==> src/design/ctd_pkg.sv <==
// Shared types and constants for the capsule TLV deframer.
// No dependencies; imported by the deframer, its varint unit and its checker.
`timescale 1ns / 1ps

package ctd_pkg;

   // Largest buffer size; remaining counts are clamped to one less than it.
   localparam longint CTD_MAX_BUFFER_BYTES = 65536;

   localparam int CTD_VARINT_W = 62;

   // Result kinds, carried on tuser.
   localparam logic [1:0] KIND_HEADER = 2'd0;
   localparam logic [1:0] KIND_VALUE  = 2'd1;
   localparam logic [1:0] KIND_ERROR  = 2'd2;

   // Error codes.
   localparam logic ERR_TRUNCATED = 1'b0;
   localparam logic ERR_OVERRUN   = 1'b1;

   // Outcome of adding one byte to a varint.
   typedef struct packed {
      logic [CTD_VARINT_W-1:0] acc;
      logic [2:0]              left;
      logic                    done;
   } varint_result_type;

endpackage

==> src/design/ctd_varint.sv <==
// Byte step of a QUIC variable-length integer decoder.
// Depends on ctd_pkg for the result struct.
`timescale 1ns / 1ps

module ctd_varint (
   input  logic                            first,
   input  logic [7:0]                      data_byte,
   input  logic [ctd_pkg::CTD_VARINT_W-1:0] acc,
   input  logic [2:0]                      left,
   output ctd_pkg::varint_result_type      result
);
   import ctd_pkg::*;

   logic [2:0] left_dec;
   logic [3:0] total;

   // A first byte sets the length from its prefix; later bytes shift in.
   always_comb begin
      total    = 4'd1 << data_byte[7:6];
      left_dec = (left != 3'd0) ? left - 3'd1 : 3'd0;
      if (first) begin
         result.acc  = {{(CTD_VARINT_W-6){1'b0}}, data_byte[5:0]};
         result.left = 3'(total - 4'd1);
      end else begin
         result.acc  = {acc[CTD_VARINT_W-9:0], data_byte};
         result.left = left_dec;
      end
      result.done = (result.left == 3'd0);
   end

endmodule

==> src/design/capsule_tlv_deframer_unit.sv <==
// Top level of the capsule TLV deframer: parse state machine and result register.
// Depends on ctd_pkg and instantiates ctd_varint.
`timescale 1ns / 1ps

// Usage:
// The req channel carries one buffer byte per transfer: req_tdata holds the
// byte and the count of buffer bytes that follow it (0 marks the buffer end).
// The rsp channel carries at most one result per input byte: a decoded header,
// a passed-through value byte or an error. tuser gives the result kind and
// tlast marks the last value byte or the header of a zero-length capsule.
// Header bytes other than the last length byte, and bytes dropped after a
// length overrun, produce no result; a buffer end inside a header is an error.
// A result appears on rsp the cycle after its byte is transferred. Throughput is
// one byte per cycle while rsp is not stalled, set by the single result
// register, which is refilled in the same cycle it is drained.
// When the receiver stalls with a result pending, req_tready falls and the
// held result stays stable until it is transferred.
// Reset is synchronous: it returns the parser to waiting for a capsule type,
// clears the pending result and holds req_tready low while asserted.

module capsule_tlv_deframer_unit (
   input  logic         clock,
   input  logic         reset,
   // req_tdata: data_byte [7:0], bytes_remaining [23:8]
   input  logic         req_tvalid,
   output logic         req_tready,
   input  logic [23:0]  req_tdata,
   // rsp_tdata: capsule_type [61:0], value_length [123:62], value_byte [131:124],
   //            error_code [132], zero fill [135:133]
   output logic         rsp_tvalid,
   input  logic         rsp_tready,
   output logic [135:0] rsp_tdata,
   // rsp_tuser: result_kind [1:0]
   output logic [1:0]   rsp_tuser,
   // rsp_tlast: capsule_end
   output logic         rsp_tlast
);
   import ctd_pkg::*;

   typedef enum logic [2:0] {
      PH_TYPE_FIRST = 3'd0,
      PH_TYPE_REST  = 3'd1,
      PH_LEN_FIRST  = 3'd2,
      PH_LEN_REST   = 3'd3,
      PH_VALUE      = 3'd4,
      PH_DROP       = 3'd5
   } phase_type;

   localparam logic [32:0] REM_CAP = 33'(CTD_MAX_BUFFER_BYTES - 1);

   // Parser state.
   phase_type               phase_ff, phase_in;
   logic [2:0]              vleft_ff, vleft_in;
   logic [CTD_VARINT_W-1:0] acc_ff, acc_in;
   logic [CTD_VARINT_W-1:0] held_type_ff, held_type_in;
   logic [CTD_VARINT_W-1:0] held_length_ff, held_length_in;
   logic [15:0]             value_left_ff, value_left_in;

   // Result register.
   logic                    rsp_valid_ff, rsp_valid_in;
   logic [1:0]              rsp_kind_ff, rsp_kind_in;
   logic [CTD_VARINT_W-1:0] rsp_type_ff, rsp_type_in;
   logic [CTD_VARINT_W-1:0] rsp_len_ff, rsp_len_in;
   logic [7:0]              rsp_byte_ff, rsp_byte_in;
   logic                    rsp_end_ff, rsp_end_in;
   logic                    rsp_err_ff, rsp_err_in;

   logic              accept;
   logic              emit;
   logic              header_open;
   logic              value_last;
   logic              varint_first;
   logic [7:0]        in_byte;
   logic [15:0]       in_rem;
   logic [15:0]       rem_eff;
   varint_result_type vres;

   assign in_byte = req_tdata[7:0];
   assign in_rem  = req_tdata[23:8];

   // Counts above one less than the largest buffer are clamped to that value.
   assign rem_eff = ({17'b0, in_rem} > REM_CAP) ? REM_CAP[15:0] : in_rem;

   // A new byte may enter whenever the result register is free or draining.
   assign req_tready = !reset && (!rsp_valid_ff || rsp_tready);
   assign accept     = req_tvalid && req_tready;

   // Only the continuation phases add to a varint already in progress.
   assign varint_first = !(phase_ff inside {PH_TYPE_REST, PH_LEN_REST});

   ctd_varint u_varint (
      .first     (varint_first),
      .data_byte (in_byte),
      .acc       (acc_ff),
      .left      (vleft_ff),
      .result    (vres)
   );

   // Next state and result for the byte on the input.
   always_comb begin
      phase_in       = phase_ff;
      vleft_in       = vleft_ff;
      acc_in         = acc_ff;
      held_type_in   = held_type_ff;
      held_length_in = held_length_ff;
      value_left_in  = value_left_ff;
      emit           = 1'b0;
      header_open    = 1'b0;
      value_last     = (value_left_ff <= 16'd1);
      rsp_kind_in    = KIND_HEADER;
      rsp_type_in    = '0;
      rsp_len_in     = '0;
      rsp_byte_in    = '0;
      rsp_end_in     = 1'b0;
      rsp_err_in     = ERR_TRUNCATED;

      case (phase_ff)
         PH_TYPE_REST: begin
            acc_in      = vres.acc;
            vleft_in    = vres.left;
            header_open = 1'b1;
            if (vres.done) begin
               held_type_in = vres.acc;
               phase_in     = PH_LEN_FIRST;
            end
         end
         PH_LEN_FIRST, PH_LEN_REST: begin
            acc_in   = vres.acc;
            vleft_in = vres.left;
            if (!vres.done) begin
               phase_in    = PH_LEN_REST;
               header_open = 1'b1;
            end else begin
               held_length_in = vres.acc;
               emit           = 1'b1;
               rsp_type_in    = held_type_ff;
               rsp_len_in     = vres.acc;
               if (vres.acc > {{(CTD_VARINT_W-16){1'b0}}, rem_eff}) begin
                  // Length overruns the buffer: drop the rest of it.
                  phase_in    = (rem_eff == 16'd0) ? PH_TYPE_FIRST : PH_DROP;
                  rsp_kind_in = KIND_ERROR;
                  rsp_err_in  = ERR_OVERRUN;
               end else if (vres.acc == '0) begin
                  phase_in   = PH_TYPE_FIRST;
                  rsp_end_in = 1'b1;
               end else begin
                  value_left_in = vres.acc[15:0];
                  phase_in      = PH_VALUE;
               end
            end
         end
         PH_VALUE: begin
            emit        = 1'b1;
            rsp_kind_in = KIND_VALUE;
            rsp_type_in = held_type_ff;
            rsp_len_in  = held_length_ff;
            rsp_byte_in = in_byte;
            rsp_end_in  = value_last;
            if (value_last) begin
               value_left_in = 16'd0;
               phase_in      = PH_TYPE_FIRST;
            end else begin
               value_left_in = value_left_ff - 16'd1;
            end
         end
         PH_DROP: begin
            if (rem_eff == 16'd0) begin
               phase_in = PH_TYPE_FIRST;
            end
         end
         default: begin
            // Waiting for a type's first byte; unused codes behave the same.
            acc_in      = vres.acc;
            vleft_in    = vres.left;
            header_open = 1'b1;
            if (vres.done) begin
               held_type_in = vres.acc;
               phase_in     = PH_LEN_FIRST;
            end else begin
               phase_in = PH_TYPE_REST;
            end
         end
      endcase

      // The buffer ended inside a header.
      if (header_open && (rem_eff == 16'd0)) begin
         phase_in    = PH_TYPE_FIRST;
         vleft_in    = 3'd0;
         acc_in      = '0;
         emit        = 1'b1;
         rsp_kind_in = KIND_ERROR;
         rsp_err_in  = ERR_TRUNCATED;
      end

      rsp_valid_in = accept ? emit : (rsp_valid_ff && !rsp_tready);
   end

   // State and result register.
   always_ff @(posedge clock) begin
      if (reset) begin
         phase_ff       <= PH_TYPE_FIRST;
         vleft_ff       <= 3'd0;
         acc_ff         <= '0;
         held_type_ff   <= '0;
         held_length_ff <= '0;
         value_left_ff  <= 16'd0;
         rsp_valid_ff   <= 1'b0;
      end else begin
         rsp_valid_ff <= rsp_valid_in;
         if (accept) begin
            phase_ff       <= phase_in;
            vleft_ff       <= vleft_in;
            acc_ff         <= acc_in;
            held_type_ff   <= held_type_in;
            held_length_ff <= held_length_in;
            value_left_ff  <= value_left_in;
         end
         if (accept && emit) begin
            rsp_kind_ff <= rsp_kind_in;
            rsp_type_ff <= rsp_type_in;
            rsp_len_ff  <= rsp_len_in;
            rsp_byte_ff <= rsp_byte_in;
            rsp_end_ff  <= rsp_end_in;
            rsp_err_ff  <= rsp_err_in;
         end
      end
   end

   assign rsp_tvalid = rsp_valid_ff;
   assign rsp_tdata  = {3'b000, rsp_err_ff, rsp_byte_ff, rsp_len_ff, rsp_type_ff};
   assign rsp_tuser  = rsp_kind_ff;
   assign rsp_tlast  = rsp_end_ff;

endmodule

==> config.mk <==
export PLATFORM = sky130hd
export DESIGN_NAME = capsule_tlv_deframer_unit
export DESIGN_NICKNAME = d
export VERILOG_FILES = /design/src/design/ctd_pkg.sv /design/src/design/ctd_varint.sv /design/src/design/capsule_tlv_deframer_unit.sv
export SDC_FILE = /design/constraint.sdc
export NUM_CORES = 1
export LEC_CHECK = 0
export BUFFER_PORTS_ARGS = -buffer_cell sky130_fd_sc_hd__buf_2
export CAP_MARGIN = 10
export CORE_MARGIN = 4
export CORE_UTILIZATION = 38
export CTS_BUF_LIST = sky130_fd_sc_hd__clkbuf_8
export DETAILED_ROUTE_END_ITERATION = 8
export GPL_ROUTABILITY_DRIVEN = 0
export SYNTH_ARGS = -nofsm -noshare
export SYNTH_HDL_FRONTEND = slang
export SYNTH_SLANG_ARGS = --single-unit
==> constraint.sdc <==
create_clock -name clock -period 9.5 [get_ports clock]
set_input_delay 2.375 -clock clock [delete_from_list [all_inputs] [get_ports clock]]
set_output_delay 2.375 -clock clock [all_outputs]
set_load 0.005 [all_outputs]
# == Word-level counts from Yosys, hierarchy flattened ==
# Index checks and enable logic that the tools add are counted.
# W data, S select, Z words.
# op_classes
n_addsub,3
mul,0
n_div,0
n_lt_le_gt_ge,2
eq_ne,12
n_shift,1
mux,39
bitwise,4
n_reduce_logical,25
# op_table
op,count
$pmux W62 S2,2
$mux W62,2
$mux W54,2
$mux W65,1
$mux W16,4
$gt A62 B16 Y1,1
$logic_not A62 Y1,1
$mux W3,11
$pmux W16 S2,1
$le A16 B1 Y1 const B,1
$logic_not A16 Y1,1
$sub A16 B1 Y16 const B,1
$pmux W3 S4,1
$mux W1,8
$eq A3 B2 Y1 const B,2
$eq A3 B3 Y1 const B,2
$mux W2,3
$ne A2 B2 Y1 const B,3
$ne A3 B3 Y1 const B,2
$pmux W1 S2,3
$reduce_and A3 Y1,2
$sub A3 B1 Y3 const B,2
$logic_and A1 B1 Y1,5
$reduce_and A5 Y1,1
16 further kinds,24
# totals
regBits,337
latch_bits,0
ram_bits,0
romBits,0
input_bits,28
out_inout_bits,141
word_cells,99
mem_count,0

# == Logic depth before layout (Yosys ltp) ==
# logic_depth
word_depth,10
depth_mapped,15
depth_no_buf,11

# == Cells and area by module ==
# Synthesis repeated with hierarchy kept, for this count alone.
# hier_totals
hier_cells,1475
hier_area_um2,14292.5
# by_module_without_submodules
mod,instances,cells_each,area_per_inst_um2,seq_area_each_um2
capsule_tlv_deframer_unit,1,1392,13724.4,8267.9
ctd_varint,1,83,568.0,0.0

# == Worst setup path after synthesis ==
# No wires, ideal clock.
# synth_timing
path_type,input port to flip-flop
from,input req_tdata[7]
to,register rsp_byte_ff[0] (enable)
setup_time_ns,0.489
arrival_time_ns,6.064
t_required_ns,9.011
setup_slack_ns,2.948
path_stages,7
path_buffers,1
path_cell_list,nand2_1 -> o21ai_1 -> a2111oi_4 -> clkbuf_1 -> nor3_1 -> o21ai_0 -> inv_1
# synth_via
elab_chain_cells,10
elab_cells_between_ends,12
cone_classes,add/sub (1); shift (1); mux (6); reduce/logical (4)
# synth_lines
item,line,source
"start, declared",capsule_tlv_deframer_unit.sv:27,"input logic [23:0] req_tdata,"
$shl A1 B2 Y3 (*),ctd_varint.sv:19,total = 4'd1 << data_byte[7:6];
$sub A3 B1 Y3 (*),ctd_varint.sv:23,result.left = 3'(total - 4'd1);
$mux W65 (*),ctd_varint.sv:21,if (first) begin
$logic_not A3 Y1 (*),ctd_varint.sv:28,result.done = (result.left == 3'd0);
$mux W1,capsule_tlv_deframer_unit.sv:130,if (!vres.done) begin
$pmux W1 S2,capsule_tlv_deframer_unit.sv:117,case (phase_ff)
$logic_and A1 B1 Y1,capsule_tlv_deframer_unit.sv:186,if (header_open && (rem_eff == 16'd0)) begin
$mux W1 (*),capsule_tlv_deframer_unit.sv:186,
$logic_and A1 B1 Y1 (*),capsule_tlv_deframer_unit.sv:218,if (accept && emit) begin
$reduce_and A2 Y1 (no line) (*),n/a,
"end signal, assigned",capsule_tlv_deframer_unit.sv:222,rsp_byte_ff <= rsp_byte_in;
"end, declared",capsule_tlv_deframer_unit.sv:64,"logic [7:0] rsp_byte_ff, rsp_byte_in;"
# Every way passes the cells marked *; elsewhere a longest branch is shown, timed or not.
# A chain may end at the register's enable or synchronous reset.

# == Worst setup path in the final report ==
# layout_timing
from,input req_tdata[7]
to,register rsp_type_ff[47] (enable)
# layout_via
elab_chain_cells,10
elab_cells_between_ends,12
cone_classes,add/sub (1); shift (1); mux (6); reduce/logical (4)
# layout_lines
item,line,source
$shl A1 B2 Y3 (*),ctd_varint.sv:19,
$sub A3 B1 Y3 (*),ctd_varint.sv:23,
$mux W65 (*),ctd_varint.sv:21,
$logic_not A3 Y1 (*),ctd_varint.sv:28,
$mux W1,capsule_tlv_deframer_unit.sv:130,
$pmux W1 S2,capsule_tlv_deframer_unit.sv:117,
$logic_and A1 B1 Y1,capsule_tlv_deframer_unit.sv:186,
$mux W1 (*),capsule_tlv_deframer_unit.sv:186,
$logic_and A1 B1 Y1 (*),capsule_tlv_deframer_unit.sv:218,
$reduce_and A2 Y1 (no line) (*),n/a,
"end signal, assigned",capsule_tlv_deframer_unit.sv:220,rsp_type_ff <= rsp_type_in;
"end, declared",capsule_tlv_deframer_unit.sv:62,"logic [CTD_VARINT_W-1:0] rsp_type_ff, rsp_type_in;"
# Marks and branches as above.

==> run metrics <==
outcome completed; Leakage between 5 and 6 nW; HP Class reg2reg; Area Growth Syn to Fin 14.1%; row count a little under 70; relative slew slack 0.259; Crit-path slowest cell nor3_1; FMAX 165 MHz; top cell type's share of synthesized area 0.292; Final Skew 0.0257 ns; ys async rst share 0; first-pass GRT wire length ~60000 um; CP max stage delay 0.97 ns; routed wire length 39000 um; Cells after Synth ~1400; library cells used by synthesis 62; worst-path cell chain buf_2 -> nand2_1 -> o21ai_1 -> a2111oi_4 -> buf_4 -> nor3_1 -> o21ai_0 -> inv_4 -> buf_4; Vias/cell roughly 5.5; core box area 35900 um^2; CP arrival 6.30 ns; R2R setup slack 4.38 ns; First-pass DRT Iterations 6; worst-skew pair later-pin latency ~0.6 ns; DRC 0; layout cells sized above 1 0.171; synthesis warning total 0; full die area approximately 40000 um^2; RSZ-0062 raised after global routing false; Die Y 200 um; Synth Register Bits roughly 340; worst setup margin 3.42 ns; Synth area leaders edfxtp_1, dfxtp_1, a21oi_1, nand2_1, nand3_1; cell area after synthesis 14000 um^2; # setup viols final 0; Setup Buffers After CTS 0; WL/cell ~19 um; DP Worst Slack 2.82 ns; fillcell total roughly 3500; clk sink count 337; HPWL after DPL 24300 um; sequential area share after synthesis 0.580; Worst setup SP type input pin; Tot GR Track Use 0.189; fin. max-slew vios 0; PD cells 178 nW/um^2; initial core utilization 0.389; average size of a mapped cell a little under 10 um^2; vias 11100; clock-pin slew on the worst setup and hold paths 0.06 ns; diode count 0; CTS tree yes; CTS resizes 0; DRT antenna net count 0; Period minus WS final 6.08 ns; CP Max Fanout 69; Commonest cells post-synth nand2_1, a21oi_1, dfxtp_1; Design Power 2.85 mW; clock buffer depth 3; total CTS buffers 52; MaxCap Viol Count 0; final hold vios 0; num ports 169; FF+latch area 8110 um^2; largest net degree at the start of global routing 113; Most Frequent Cell on Critical Path buf_4; top-count cell post-synth nand2_1; initial antenna violation count 0; Worst Path Required 9.72 ns; # port buffers 165; Root Buffer clkbuf_8; vias in the first global route 10700; # hold bufs at CTS 0; DIE WIDTH 200 um; H-tree levels 2; dominant synthesized flop cell dfxtp_1; area occupied by multi-input gates 5180 um^2; type of the worst setup path in2reg; Synth area leader edfxtp_1; EDFF count, synth 136; initial DRC count 1181; Final Cycle Share 0.640; Fin Setup TNS 0 ns; GRT Residual Overflow 0; Peak VDD IR 0.0000822 V; CP Capture Type flop; worst slew pin tran 1.10 ns; Layout Nets about 1600
-- stage by stage --
step / instance area, um^2 / hold slack [ns] / instances / utilization
after global placement: 15000 / 0.439 / 1945 / 0.417
after CTS: 16000 / 0.452 / 2042 / 0.444
after detailed placement: 15000 / 0.444 / 1945 / 0.417
after floorplan: 14000 / 0.432 / 1431 / -
after global routing: 16000 / 0.462 / 2042 / 0.444
final: 16000 / 0.448 / 2042 / 0.444
-- critical path, delay by kind of cell --
kind | cells | cell delay, ns
AO/OA/AOI/OAI | 3 | 0.85
buffers and inverters | 4 | 1.95
AND/OR/NAND/NOR | 2 | 1.03
-- final cells by class --
type,count,area share
multi-input cells,925,0.325
repair buffers,180,0.0592
flip-flops and latches,337,0.508
inverters,42,0.0100
well taps,461,0.0361
clock inverters,40,0.0126
clock buffers,57,0.0492
-- sequential cells by signal (all words and copies together), names as in the netlist, 2 cells and up --
signal / flops
acc_ff: 54
held_length_ff: 62
held_type_ff: 62
phase_ff: 3
rsp_byte_ff: 8
rsp_len_ff: 62
rsp_tuser: 2
rsp_type_ff: 62
value_left_ff: 16
vleft_ff: 3
-- cells by family after synthesis --
logic type	after synthesis	share of synthesized area
muxes	2	0.00152
xor gates and xnor gates	3	0.00188
DFF	337	0.580
adders and majority gates	20	0.0179
other	1	0.000268
AOI/OAI and AO/OA	330	0.151
buffers and inverters	169	0.0507
and+or+nand+nor	567	0.197
-- power by group --
group          total (mW)  switching, mW  internal, mW
logic               0.185          0.145        0.0395
clock network        1.15          0.567         0.582
registers            1.51        0.00805          1.50
total                2.85          0.721          2.13
-- cell usage in the layout, fill, tap and decap left out, drive strengths merged, types with 3 or more instances in the layout --
cell / count
buf: 180
o21ai: 19
inv: 56
or2: 3
and2: 68
nand2: 212
nand2b: 7
conb: 3
clkbuf: 57
nand4: 47
o211ai: 3
nand3: 106
o31ai: 3
ha: 20
nor3: 20
o32ai: 13
clkinv: 24
nor2: 59
dfxtp: 201
a32o: 46
a211oi: 5
and3: 10
a22o: 8
a21oi: 206
a221oi: 3
a31oi: 8
nor4: 21
edfxtp: 136
-- path summary, 6_finish.rpt --
check | startpoint | to | cells after the start
worst max-delay path | req_tdata[7] | rsp_type_ff[47] | 9
worst min-delay path | held_type_ff[27] | held_type_ff[27] | 2
worst max register to register | vleft_ff[0] | rsp_type_ff[47] | 11
worst min register to register | held_type_ff[27] | held_type_ff[27] | 2
-- layer usage --
layer,global-route usage,share of wire
met1,0.292,0.49
met2,0.268,0.42
met3,0.0378,0.071
met4,0.0561,0.023
met5,0,0
Power figures use the tool's default switching activity.
